<file path="src/hdl/pspe_pkg.sv">
`timescale 1ns / 1ps

package pspe_pkg;

    localparam int MAX_DEG   = 20;
    localparam int NUM_COEFF = MAX_DEG + 1;
    localparam int COEFF_W   = 32;
    localparam int EXP_W     = 5;
    localparam int IDX_W     = $clog2(NUM_COEFF);
    localparam int CNT_W     = $clog2(NUM_COEFF + 1);
    localparam int DSUM_W    = IDX_W + 1;

    typedef enum logic [4:0] {
        S_LOAD  = 5'b00001,
        S_CHECK = 5'b00010,
        S_ISSUE = 5'b00100,
        S_WAIT  = 5'b01000,
        S_OUT   = 5'b10000
    } state_t;

    typedef struct packed {
        logic               en;
        logic [COEFF_W-1:0] a;
        logic [COEFF_W-1:0] b;
    } store_wr_t;

    typedef struct packed {
        logic             clear;
        logic [IDX_W-1:0] addr_a;
        logic [IDX_W-1:0] addr_b;
    } store_rd_t;

    typedef struct packed {
        logic [IDX_W-1:0] deg_a;
        logic [IDX_W-1:0] deg_b;
    } store_stat_t;

endpackage

</file>
<file path="src/hdl/pspe_if.sv">
`timescale 1ns / 1ps

interface pspe_load_if;
    import pspe_pkg::*;

    logic                      valid;
    logic                      ready;
    logic signed [COEFF_W-1:0] coeff_a;
    logic signed [COEFF_W-1:0] coeff_b;
    logic                      load_last;

    modport source (output valid, output coeff_a, output coeff_b, output load_last,
                    input ready);
    modport sink   (input valid, input coeff_a, input coeff_b, input load_last,
                    output ready);
endinterface

interface pspe_result_if;
    import pspe_pkg::*;

    logic                      valid;
    logic                      ready;
    logic signed [COEFF_W-1:0] coeff_out;
    logic        [EXP_W-1:0]   exponent;
    logic                      refused;
    logic                      run_last;

    modport source (output valid, output coeff_out, output exponent, output refused,
                    output run_last, input ready);
    modport sink   (input valid, input coeff_out, input exponent, input refused,
                    input run_last, output ready);
endinterface

</file>
<file path="src/hdl/poly_sum_product_engine_top.sv">
`timescale 1ns / 1ps

// Loads polynomials A and B one coefficient pair per word, one word a cycle, until the
// word marked load_last; then ready drops and a run emits MAX_DEG+1 result words,
// exponent 0 first, before loading opens again. Coefficients live in two memories
// with registered reads and are combined through a single shared 32x32 multiplier,
// or an adder in sum mode, and an accumulator. In product mode the word of exponent
// k reads pairs i = 0..k, each passing the read, multiply and accumulate registers
// before the word is output; sum mode and a refused product read one pair per word,
// and a refused product passes A through. A result waiting on ready stalls the run.
// Mode is sampled in the check state that follows the last word.

module poly_sum_product_engine_top
(
    input  logic                 clk,
    input  logic                 rst_n,
    input  logic                 cfg_we,
    input  logic                 cfg_wdata,
    pspe_load_if.sink            load,
    pspe_result_if.source        result
);
    import pspe_pkg::*;

    state_t             state_reg;
    state_t             state_next;
    logic               mode_reg;
    logic               prod_reg;
    logic               refused_reg;
    logic [IDX_W-1:0]   k_reg;
    logic [IDX_W-1:0]   i_reg;
    logic               v1_reg;
    logic               last1_reg;
    logic               first1_reg;
    logic               v2_reg;
    logic               last2_reg;
    logic               first2_reg;
    logic [COEFF_W-1:0] m_reg;
    logic [COEFF_W-1:0] acc_reg;

    store_wr_t          wr;
    store_rd_t          rd;
    store_stat_t        stat;
    logic [COEFF_W-1:0] rd_a;
    logic [COEFF_W-1:0] rd_b;
    logic [COEFF_W-1:0] mul_lo;
    logic               load_acc;
    logic               out_acc;
    logic               step_last;
    logic [DSUM_W-1:0]  deg_sum;

    pspe_store u_store
    (
        .clk   (clk),
        .rst_n (rst_n),
        .wr    (wr),
        .rd    (rd),
        .rd_a  (rd_a),
        .rd_b  (rd_b),
        .stat  (stat)
    );

    assign load_acc  = load.valid && load.ready;
    assign out_acc   = result.valid && result.ready;
    assign step_last = !prod_reg || (i_reg == k_reg);
    assign deg_sum   = DSUM_W'(stat.deg_a) + DSUM_W'(stat.deg_b);
    assign mul_lo    = rd_a * rd_b;

    assign wr.en = load_acc;
    assign wr.a  = load.coeff_a;
    assign wr.b  = load.coeff_b;

    assign rd.clear  = out_acc && (k_reg == IDX_W'(MAX_DEG));
    assign rd.addr_a = prod_reg ? i_reg : k_reg;
    assign rd.addr_b = prod_reg ? (k_reg - i_reg) : k_reg;

    always_comb
    begin
        state_next = state_reg;
        unique case (state_reg)
            S_LOAD:
            begin
                if (load_acc && load.load_last)
                begin
                    state_next = S_CHECK;
                end
            end
            S_CHECK:
            begin
                state_next = S_ISSUE;
            end
            S_ISSUE:
            begin
                if (step_last)
                begin
                    state_next = S_WAIT;
                end
            end
            S_WAIT:
            begin
                if (v2_reg && last2_reg)
                begin
                    state_next = S_OUT;
                end
            end
            S_OUT:
            begin
                if (out_acc)
                begin
                    state_next = (k_reg == IDX_W'(MAX_DEG)) ? S_LOAD : S_ISSUE;
                end
            end
            default:
            begin
                state_next = S_LOAD;
            end
        endcase
    end

    always_ff @(posedge clk or negedge rst_n)
    begin
        if (!rst_n)
        begin
            state_reg   <= S_LOAD;
            mode_reg    <= 1'b0;
            prod_reg    <= 1'b0;
            refused_reg <= 1'b0;
            k_reg       <= '0;
            i_reg       <= '0;
            v1_reg      <= 1'b0;
            v2_reg      <= 1'b0;
        end
        else
        begin
            state_reg <= state_next;
            if (cfg_we)
            begin
                mode_reg <= cfg_wdata;
            end
            if (state_reg == S_CHECK)
            begin
                refused_reg <= mode_reg && (deg_sum > DSUM_W'(MAX_DEG));
                prod_reg    <= mode_reg && !(deg_sum > DSUM_W'(MAX_DEG));
                k_reg       <= '0;
                i_reg       <= '0;
            end
            if (state_reg == S_ISSUE)
            begin
                i_reg <= step_last ? '0 : i_reg + IDX_W'(1);
            end
            if ((state_reg == S_OUT) && out_acc)
            begin
                k_reg <= k_reg + IDX_W'(1);
            end
            v1_reg <= (state_reg == S_ISSUE);
            v2_reg <= v1_reg;
        end
    end

    // read, multiply, add or pass A through, then accumulate
    always_ff @(posedge clk)
    begin
        last1_reg  <= step_last;
        first1_reg <= (i_reg == '0);
        last2_reg  <= last1_reg;
        first2_reg <= first1_reg;
        if (v1_reg)
        begin
            if (prod_reg)
            begin
                m_reg <= mul_lo;
            end
            else if (refused_reg)
            begin
                m_reg <= rd_a;
            end
            else
            begin
                m_reg <= rd_a + rd_b;
            end
        end
        if (v2_reg)
        begin
            acc_reg <= (first2_reg ? '0 : acc_reg) + m_reg;
        end
    end

    assign load.ready       = (state_reg == S_LOAD);
    assign result.valid     = (state_reg == S_OUT);
    assign result.coeff_out = acc_reg;
    assign result.exponent  = EXP_W'(k_reg);
    assign result.refused   = refused_reg;
    assign result.run_last  = (k_reg == IDX_W'(MAX_DEG));

    a_no_overlap: assert property (@(posedge clk) disable iff (!rst_n)
        !(load.ready && result.valid))
        else $error("load open during a run");

    a_run_end: assert property (@(posedge clk) disable iff (!rst_n)
        (out_acc && result.run_last) |=> load.ready)
        else $error("run did not return to loading");

    a_exp_step: assert property (@(posedge clk) disable iff (!rst_n)
        (out_acc && !result.run_last) |=> (k_reg == $past(k_reg) + IDX_W'(1)))
        else $error("exponent did not advance");

    a_pipe_busy: assert property (@(posedge clk) disable iff (!rst_n)
        v2_reg |-> (state_reg == S_ISSUE || state_reg == S_WAIT))
        else $error("accumulate outside a word");

endmodule

</file>
<file path="src/hdl/pspe_store.sv">
`timescale 1ns / 1ps

module pspe_store
(
    input  logic                  clk,
    input  logic                  rst_n,
    input  pspe_pkg::store_wr_t   wr,
    input  pspe_pkg::store_rd_t   rd,
    output logic [pspe_pkg::COEFF_W-1:0] rd_a,
    output logic [pspe_pkg::COEFF_W-1:0] rd_b,
    output pspe_pkg::store_stat_t stat
);
    import pspe_pkg::*;

    logic [COEFF_W-1:0] mem_a [NUM_COEFF];
    logic [COEFF_W-1:0] mem_b [NUM_COEFF];

    logic [CNT_W-1:0]   fill_reg;
    logic [IDX_W-1:0]   deg_a_reg;
    logic [IDX_W-1:0]   deg_b_reg;
    logic [COEFF_W-1:0] q_a_reg;
    logic [COEFF_W-1:0] q_b_reg;
    logic               hit_a_reg;
    logic               hit_b_reg;
    logic               room;
    logic [IDX_W-1:0]   waddr;

    assign room  = fill_reg < CNT_W'(NUM_COEFF);
    assign waddr = fill_reg[IDX_W-1:0];

    // entries at or above the fill count read as zero
    always_ff @(posedge clk or negedge rst_n)
    begin
        if (!rst_n)
        begin
            fill_reg  <= '0;
            deg_a_reg <= '0;
            deg_b_reg <= '0;
            hit_a_reg <= 1'b0;
            hit_b_reg <= 1'b0;
        end
        else
        begin
            hit_a_reg <= CNT_W'(rd.addr_a) < fill_reg;
            hit_b_reg <= CNT_W'(rd.addr_b) < fill_reg;
            if (rd.clear)
            begin
                fill_reg  <= '0;
                deg_a_reg <= '0;
                deg_b_reg <= '0;
            end
            else if (wr.en && room)
            begin
                fill_reg <= fill_reg + CNT_W'(1);
                if (wr.a != '0)
                begin
                    deg_a_reg <= waddr;
                end
                if (wr.b != '0)
                begin
                    deg_b_reg <= waddr;
                end
            end
        end
    end

    always_ff @(posedge clk)
    begin
        if (wr.en && room && !rd.clear)
        begin
            mem_a[waddr] <= wr.a;
            mem_b[waddr] <= wr.b;
        end
        q_a_reg <= mem_a[rd.addr_a];
        q_b_reg <= mem_b[rd.addr_b];
    end

    assign rd_a       = hit_a_reg ? q_a_reg : '0;
    assign rd_b       = hit_b_reg ? q_b_reg : '0;
    assign stat.deg_a = deg_a_reg;
    assign stat.deg_b = deg_b_reg;

endmodule
</file>
<file path="src/flat_wrapper.sv">
// flat-port wrapper written by rule: the top's interface ports become plain ports
module poly_sum_product_engine_top_flat import pspe_pkg::*;
  (clk, rst_n, cfg_we, cfg_wdata, load_valid, load_coeff_a, load_coeff_b, load_load_last, load_ready, result_valid, result_coeff_out, result_exponent, result_refused, result_run_last, result_ready);
  pspe_load_if load_i ();
  pspe_result_if result_i ();
  input  logic clk;
  input  logic rst_n;
  input  logic cfg_we;
  input  logic cfg_wdata;
  input wire logic [$bits(load_i.valid)-1:0] load_valid;
  input wire logic [$bits(load_i.coeff_a)-1:0] load_coeff_a;
  input wire logic [$bits(load_i.coeff_b)-1:0] load_coeff_b;
  input wire logic [$bits(load_i.load_last)-1:0] load_load_last;
  output wire logic [$bits(load_i.ready)-1:0] load_ready;
  output wire logic [$bits(result_i.valid)-1:0] result_valid;
  output wire logic [$bits(result_i.coeff_out)-1:0] result_coeff_out;
  output wire logic [$bits(result_i.exponent)-1:0] result_exponent;
  output wire logic [$bits(result_i.refused)-1:0] result_refused;
  output wire logic [$bits(result_i.run_last)-1:0] result_run_last;
  input wire logic [$bits(result_i.ready)-1:0] result_ready;
  assign load_i.valid = load_valid;
  assign load_i.coeff_a = load_coeff_a;
  assign load_i.coeff_b = load_coeff_b;
  assign load_i.load_last = load_load_last;
  assign load_ready = load_i.ready;
  assign result_valid = result_i.valid;
  assign result_coeff_out = result_i.coeff_out;
  assign result_exponent = result_i.exponent;
  assign result_refused = result_i.refused;
  assign result_run_last = result_i.run_last;
  assign result_i.ready = result_ready;
  poly_sum_product_engine_top u_core (.clk(clk), .rst_n(rst_n), .cfg_we(cfg_we), .cfg_wdata(cfg_wdata), .load(load_i), .result(result_i));
endmodule
</file>
<file path="config.mk">
export PLATFORM = sky130hd
export DESIGN_NAME = poly_sum_product_engine_top_flat
export DESIGN_NICKNAME = d
export VERILOG_FILES = /design/src/hdl/pspe_pkg.sv /design/src/hdl/pspe_if.sv /design/src/hdl/poly_sum_product_engine_top.sv /design/src/hdl/pspe_store.sv /design/src/flat_wrapper.sv
export SDC_FILE = /design/constraint.sdc
export NUM_CORES = 2
export LEC_CHECK = 0
export ABC_AREA = 1
export BUFFER_PORTS_ARGS = -buffer_cell sky130_fd_sc_hd__buf_2
export CAP_MARGIN = 20
export CORE_UTILIZATION = 45
export DETAILED_ROUTE_END_ITERATION = 6
export HOLD_SLACK_MARGIN = 0.05
export SYNTH_ARGS = -nofsm -noshare
export SYNTH_HDL_FRONTEND = slang
export SYNTH_SLANG_ARGS = --single-unit
</file>
<file path="constraint.sdc">
create_clock -name clk -period 8.8 [get_ports clk]
set_input_delay 0.44 -clock clk [delete_from_list [all_inputs] [get_ports clk]]
set_output_delay 0.44 -clock clk [all_outputs]
set_load 0.03 [all_outputs]
</file>
== After elaboration in Yosys (flattened, before gate mapping) ==
Memory sizes are Yosys's and may differ from the RTL's. A register that Yosys moved wholly into a read port is not among the register bits.
Index checks and enable logic that the tools add are counted.

* Register bits: 105
* Latch bits: 0
* Memory bits (writable): 1,344
* ROM bits: 0
* Input port bits: 71
* Output and inout port bits: 41
* Word-level logic and storage cells: 96
* Memories: 2

{| class="wikitable"
|+ Memories
! name !! depth !! width !! rd ports !! clocked after memory_dff !! write ports !! RTL line !! source
|-
| u_core.u_store.mem_a || 21 || 32 || 1 || 1 || 1 || pspe_store.sv:15 || <nowiki>logic [COEFF_W-1:0] mem_a [NUM_COEFF];</nowiki>
|-
| u_core.u_store.mem_b || 21 || 32 || 1 || 1 || 1 || pspe_store.sv:16 || <nowiki>logic [COEFF_W-1:0] mem_b [NUM_COEFF];</nowiki>
|}

* Add/sub/neg operators: 7
* Multiply operators: 1
* Divide/modulo/power cells: 0
* Magnitude comparators: 4
* Equality and inequality tests: 11
* Shift-type cells: 0
* Mux-type cells: 27
* Bitwise gates (word level): 0
* Reduce and logical (&&, ||, !) cells: 25

{| class="wikitable"
|+ Operator list
! kind !! count
|-
| 2-to-1 mux 32 bit || 5
|-
| 2-to-1 mux 5 bit || 18
|-
| adder 32 bit || 2
|-
| nonzero test 32 bit || 2
|-
| multiplier 32 x 32 -> 32 bit || 1
|-
| one-hot mux 5 bit (5 select lines) || 1
|-
| adder 5 x 1 -> 5 bit (second input constant) || 3
|-
| equality test 5 bit (second input constant) || 2
|-
| logical AND 1 bit || 10
|-
| less-than comparator 5 bit || 2
|-
| nonzero test 2 bit || 5
|-
| adder 5 x 5 -> 6 bit || 1
|-
| greater-than comparator 6 x 5 -> 1 bit (second input constant) || 1
|-
| equality test 5 x 1 -> 1 bit (second input constant) || 1
|-
| equality test 5 x 2 -> 1 bit (second input constant) || 1
|-
| equality test 5 x 3 -> 1 bit (second input constant) || 1
|-
| equality test 5 x 4 -> 1 bit (second input constant) || 1
|-
| equality test 5 bit || 1
|-
| zero test 5 bit || 1
|-
| less-than comparator 5 bit (second input constant) || 1
|-
| subtractor 5 bit || 1
|-
| != test 2 x 1 -> 1 bit (second input constant) || 2
|-
| != test 2 bit (second input constant) || 2
|-
| AND reduction 2 bit || 2
|-
| 5 further kinds || 8
|}

== Logic depth before layout (Yosys ltp) ==
* Depth after elaboration: 7
* Gate-level depth with buffers: 36
* Gate-level depth less buffers: 34

== Cells and area by module ==
Synthesis repeated with hierarchy kept, for this count alone.

* Cells, all modules: 8,895
* Area total of the unflattened synthesis: 84,184.5 um^2

{| class="wikitable"
|+ By module, submodules not included
! module !! times used !! cells an instance !! area each (um^2) !! sequential area each (um^2)
|-
| pspe_store || 1 || 5,588 || 59,648.5 || 42,065.3
|-
| poly_sum_product_engine_top || 1 || 3,307 || 24,536.0 || 2,503.7
|}

== Worst setup path after synthesis ==
Ideal clock, no wire load.

* Path kind: flip-flop to flip-flop
* From: register u_core.state_reg[0]
* To: memory u_core.u_store.mem_a[7][0], enable pin
* Setup time: 578 ps
* Arrival time: 7,036 ps
* Data required time: 8,222 ps
* Slack: 1,186 ps
* Stages on the path, launching flop included: 9
* Buffers on the path: 0
* Period minus slack after synthesis: 7,614 ps
* Path through: dfstp_2 -> inv_1 -> nor4_1 -> inv_1 -> nor2_1 -> nand2_1 -> inv_1 -> nand2_1 -> nor3b_1

* Elaborated cells on any way between the ends: 10
* Classes of those cells: eq/ne (2); mux (2); reduce/logical (6)

{| class="wikitable"
|+ RTL lines
! item !! RTL line !! source
|-
| start, declared || poly_sum_product_engine_top.sv:24 || <nowiki>state_t state_reg;</nowiki>
|-
| start signal, assigned || poly_sum_product_engine_top.sv:134 || <nowiki>state_reg <= state_next;</nowiki>
|-
| equality test 5 x 1 -> 1 bit || poly_sum_product_engine_top.sv:187 || <nowiki>assign load.ready = (state_reg == S_LOAD);</nowiki>
|-
| named net load_ready || flat_wrapper.sv:14 || <nowiki>output wire logic [$bits(load_i.ready)-1:0] load_ready;</nowiki>
|-
| logical AND 1 bit || poly_sum_product_engine_top.sv:62 || <nowiki>assign load_acc = load.valid && load.ready;</nowiki>
|-
| logical AND 1 bit (2 in series) || pspe_store.sv:69 || <nowiki>if (wr.en && room && !rd.clear)</nowiki>
|-
| 2-to-1 mux 1 bit || pspe_store.sv:69 ||
|-
| 2-to-1 mux 1 bit (not written as such) || pspe_store.sv:71 || <nowiki>mem_a[waddr] <= wr.a;</nowiki>
|-
| end, declared || pspe_store.sv:15 ||
|}

The timed path passes the listed nets, and every way through them passes these cells.

== Worst setup path after layout ==
* From: register u_core.u_store.hit_a_reg
* To: register u_core.m_reg[29] (data pin)

* Word-level cells in the longest chain between the ends: 4
* Elaborated cells on any way between the ends: 5
* Classes of those cells: add/sub (1); mul (1); mux (3)

{| class="wikitable"
|+ RTL lines
! item !! RTL line !! source
|-
| start, declared || pspe_store.sv:23 || <nowiki>logic hit_a_reg;</nowiki>
|-
| start signal, assigned || pspe_store.sv:44 || <nowiki>hit_a_reg <= CNT_W'(rd.addr_a) < fill_reg;</nowiki>
|-
| 2-to-1 mux 32 bit * || pspe_store.sv:78 || <nowiki>assign rd_a = hit_a_reg ? q_a_reg : '0;</nowiki>
|-
| branches (longest 2 deep; another with multiplier 32 x 32 -> 32 bit) || -- ||
|-
| 2-to-1 mux 32 bit * || poly_sum_product_engine_top.sv:168 || <nowiki>if (prod_reg)</nowiki>
|-
| end signal, assigned || poly_sum_product_engine_top.sv:170 || <nowiki>m_reg <= mul_lo;</nowiki>
|-
| end signal, assigned || poly_sum_product_engine_top.sv:174 || <nowiki>m_reg <= rd_a;</nowiki>
|-
| end signal, assigned || poly_sum_product_engine_top.sv:178 || <nowiki>m_reg <= rd_a + rd_b;</nowiki>
|-
| end, declared || poly_sum_product_engine_top.sv:37 || <nowiki>logic [COEFF_W-1:0] m_reg;</nowiki>
|}

Every way passes the cells marked *.
A chain may end at the register's enable or synchronous reset.

==> flow_summary.yaml <==
outcome:
  status: "complete, no violations"
clock_tree:
  cts_made_buffers: 157
  cts_max_level: 4
  insertion_delay_ns: 0.83
  clk_pin_slew_ns: 0.06
  cts_tree: "yes"
  clock_sinks: 1513
  cts_max_path_buffers: 3
  root_buffer: "clkbuf_16"
  cts_setup_buffers: 0
timing:
  setup_viol: 0
  fmax_ghz: 0.119
  slew_violations: 0
  finalHoldViolCount: 0
  period_needed_ns: 8.40
  rsz0062_at_grt: "no"
  post-route-period-util: 0.954
  worstMarginPinSlew_ns: 1.16
  relSlewSlack: 0.229
  skew_ns: 0.0368
  fin_setup_tns_ns: 0
min_path:
  min_to: "u_core.u_store.mem_a[16][22]$_DFFE_PP_"
  min_path_type: "input pin to register"
  min-delay-start: "load_coeff_a[22]"
  holdPathStages: 1
layout:
  multi_input_area_um2: 29000
  layout-drive-gt1-share: 0.0779
  regArea_um2: 44600
  reg_top3: "u_core.u_store.mem_a: 672 flops, u_core.u_store.mem_b: 672 flops"
  fin_area_um2: 86300
  final_nets: 7616
  syn_to_final_growth_pct: 11.9
  fillerInstances: 14889
global_routing:
  antenna_found_initial: 11
  grt-ovfl-total: 0
  grt_pass1_wl_um: 355000
  grt_pass1_vias: 52984
  grt_max_degree: 211
  track_usage: 0.278
drt:
  met3_length_um: 17100
  top_layer_used: "met5"
  routedWlPerCell_um: 26.2
  wl_met1_um: 102000
  drtIter0Drc: 6046
  drc: 0
  wl_um: 242000
  final_antenna_net_count: 0
  vias: 54006
  viasPerCell: 5.83
  drt-pass1-iter-count: 7
  wl_met2_um: 115000
synthesis:
  synthTopCellsByCount: "edfxtp_1 (1408), nor2_1 (1129), o21ai_0 (780)"
  syn_inst: 6794
  synthArstFlopShare: 0.0245
  yosysWarnings: 0
  synth_cell_type_count: 54
  ys_ff_latch: 1513
  synth-main-ff-cell: "edfxtp_1"
  postSynthAreaPerCell_um2: 11.4
  seq_area_frac_synth: 0.578
  yosys.area.top_type: "edfxtp_1"
  synthMostInstantiatedCell: "edfxtp_1"
  synthesis.area_um2: 77100
  synth_fp_nets: 7487
  synth-edff-count: 1408
  synth_area_leaders: "edfxtp_1 (55%), fa_1 (11%), nor2_1 (5.5%), o21ai_0 (5.1%), nand2_1 (3.6%)"
  synth_top_area_frac: 0.548
placement:
  routabilityCongestion: 1.01
  placed_cell_area_um2: 80500
  hpwl_um: 148000
  portBuffers: 111
setup_path:
  r2r_start: "u_core.u_store.hit_a_reg$_DFF_PN0_"
  cp_max_fo: 20
  r2r_slack_ns: 0.40
  crit_type: "register to register"
  reg2reg_depth: 22
  endpoint_kind: "register"
  startpoint_type: "register"
  critPathArrivalTime_ns: 8.95
  r2r-end: "u_core.m_reg[29]$_DFFE_PP_"
  cp.required_ns: 9.36
die:
  core-area_um2: 170000
  die-area_um2: 173000
  io_pins: 112
  row_count: 151
  die_w_um: 416
  initial_core_util: 0.454
  dieHeight_um: 416
run:
  maxCapViolations: 0
-- worst max-delay path by stage --
stage                                           endpoint                               start  depth (start not counted)
finish                        u_core.m_reg[29]$_DFFE_PP_  u_core.u_store.hit_a_reg$_DFF_PN0_                         22
global route                  u_core.m_reg[29]$_DFFE_PP_  u_core.u_store.hit_a_reg$_DFF_PN0_                         22
CTS                           u_core.m_reg[29]$_DFFE_PP_  u_core.u_store.hit_a_reg$_DFF_PN0_                         22
detailed placement            u_core.m_reg[29]$_DFFE_PP_  u_core.u_store.hit_a_reg$_DFF_PN0_                         22
global placement              u_core.m_reg[29]$_DFFE_PP_  u_core.u_store.hit_a_reg$_DFF_PN0_                         22
floorplan           u_core.u_store.mem_a[7][0]$_DFFE_PP_     u_core.state_reg[0]$_DFFE_PN1P_                          8
-- critical path: stages, from the launching register on --
cell and delay, ns:
dfrtp_2 0.63, buf_4 0.27, nand2_1 0.43, buf_4 0.24, clkinv_1 0.35, ha_1 0.43, fa_1 0.47, fa_1 0.58
fa_1 0.47, fa_1 0.52, inv_1 0.05, fa_1 0.53, inv_1 0.05, fa_1 0.45, fa_1 0.51, fa_1 0.43
ha_1 0.37, a21oi_1 0.27, o21ai_0 0.17, a221oi_1 0.23, nand2_1 0.12, o21ai_0 0.40, nand2_1 0.13
-- placed cells by master (no fill, tap or decap), types with 15 or more instances in the layout --
cell,netlist,final
dlygate4sd3_1,0,67
nor2_1,1129,1109
o21ai_0,780,780
buf_4,3,137
nor3_1,15,15
nand3_1,122,122
ha_1,210,210
nand4_1,18,18
clkinv_2,0,28
buf_2,18,111
edfxtp_1,1408,1408
nor2_4,0,21
fa_1,412,412
xnor2_1,41,41
nor4_1,24,24
clkinv_1,20,43
dfrtp_1,36,34
a32oi_1,32,32
xor2_1,51,51
o221ai_1,216,216
clkbuf_1,313,37
a31oi_1,73,72
a21oi_1,189,184
nand2_1,736,734
clkbuf_16,0,161
dfxtp_1,68,68
inv_1,612,604
o22ai_1,110,110
o211ai_1,51,51
-- logic make-up (layout without fill, tap and decap cells) --
group / Yosys count / after routing / synth area share
and+or+nand+nor: 2071 / 2071 / 0.105
other: 0 / 4 / 0
DFF: 1513 / 1513 / 0.578
muxes: 1 / 1 / 0.000146
buffers and inverters: 992 / 1247 / 0.0489
AOI/OAI and AO/OA: 1503 / 1503 / 0.116
adders and majority gates: 622 / 622 / 0.141
xor gates and xnor gates: 92 / 92 / 0.0104
-- metal layers --
metal	vias up	track usage
li1	24021	-
met1	27335	0.386
met2	2227	0.449
met3	417	0.0402
met4	6	0.0961
met5	-	0
-- cell type report --
type | instances | share of cell area
Tap cell | 2218 | 0.0322
Clock inverter | 77 | 0.00893
Clock buffer | 208 | 0.0499
Antenna cell | 4 | 0.000116
Timing Repair Buffer | 323 | 0.0277
Multi-Input combinational cell | 4289 | 0.336
Sequential cell | 1513 | 0.517
Inverter | 639 | 0.0281
-- through the flow --
stage	util	std cells	setup WS [ns]	hold slack, ns
2_1_floorplan	-	6794	1.19	0.144
3_3_place_gp	0.474	8912	0.396	0.313
3_5_place_dp	0.474	8913	0.280	0.312
4_1_cts	0.508	9265	0.278	0.0529
5_1_grt	0.508	9270	0.211	0.0936
6_report	0.508	9271	0.405	0.106
-- what timing repair did --
action | 4_1_cts | 5_1_grt
hold buffers | 67 | 0
resized for setup | 0 | 1
endpoints found under the hold margin | 1283 | 0
setup endpoints to repair | 0 | 2
Power is left out: the tool's default activity adds up to more than one toggle a clock period on the data nets, which glitch-free logic cannot reach.
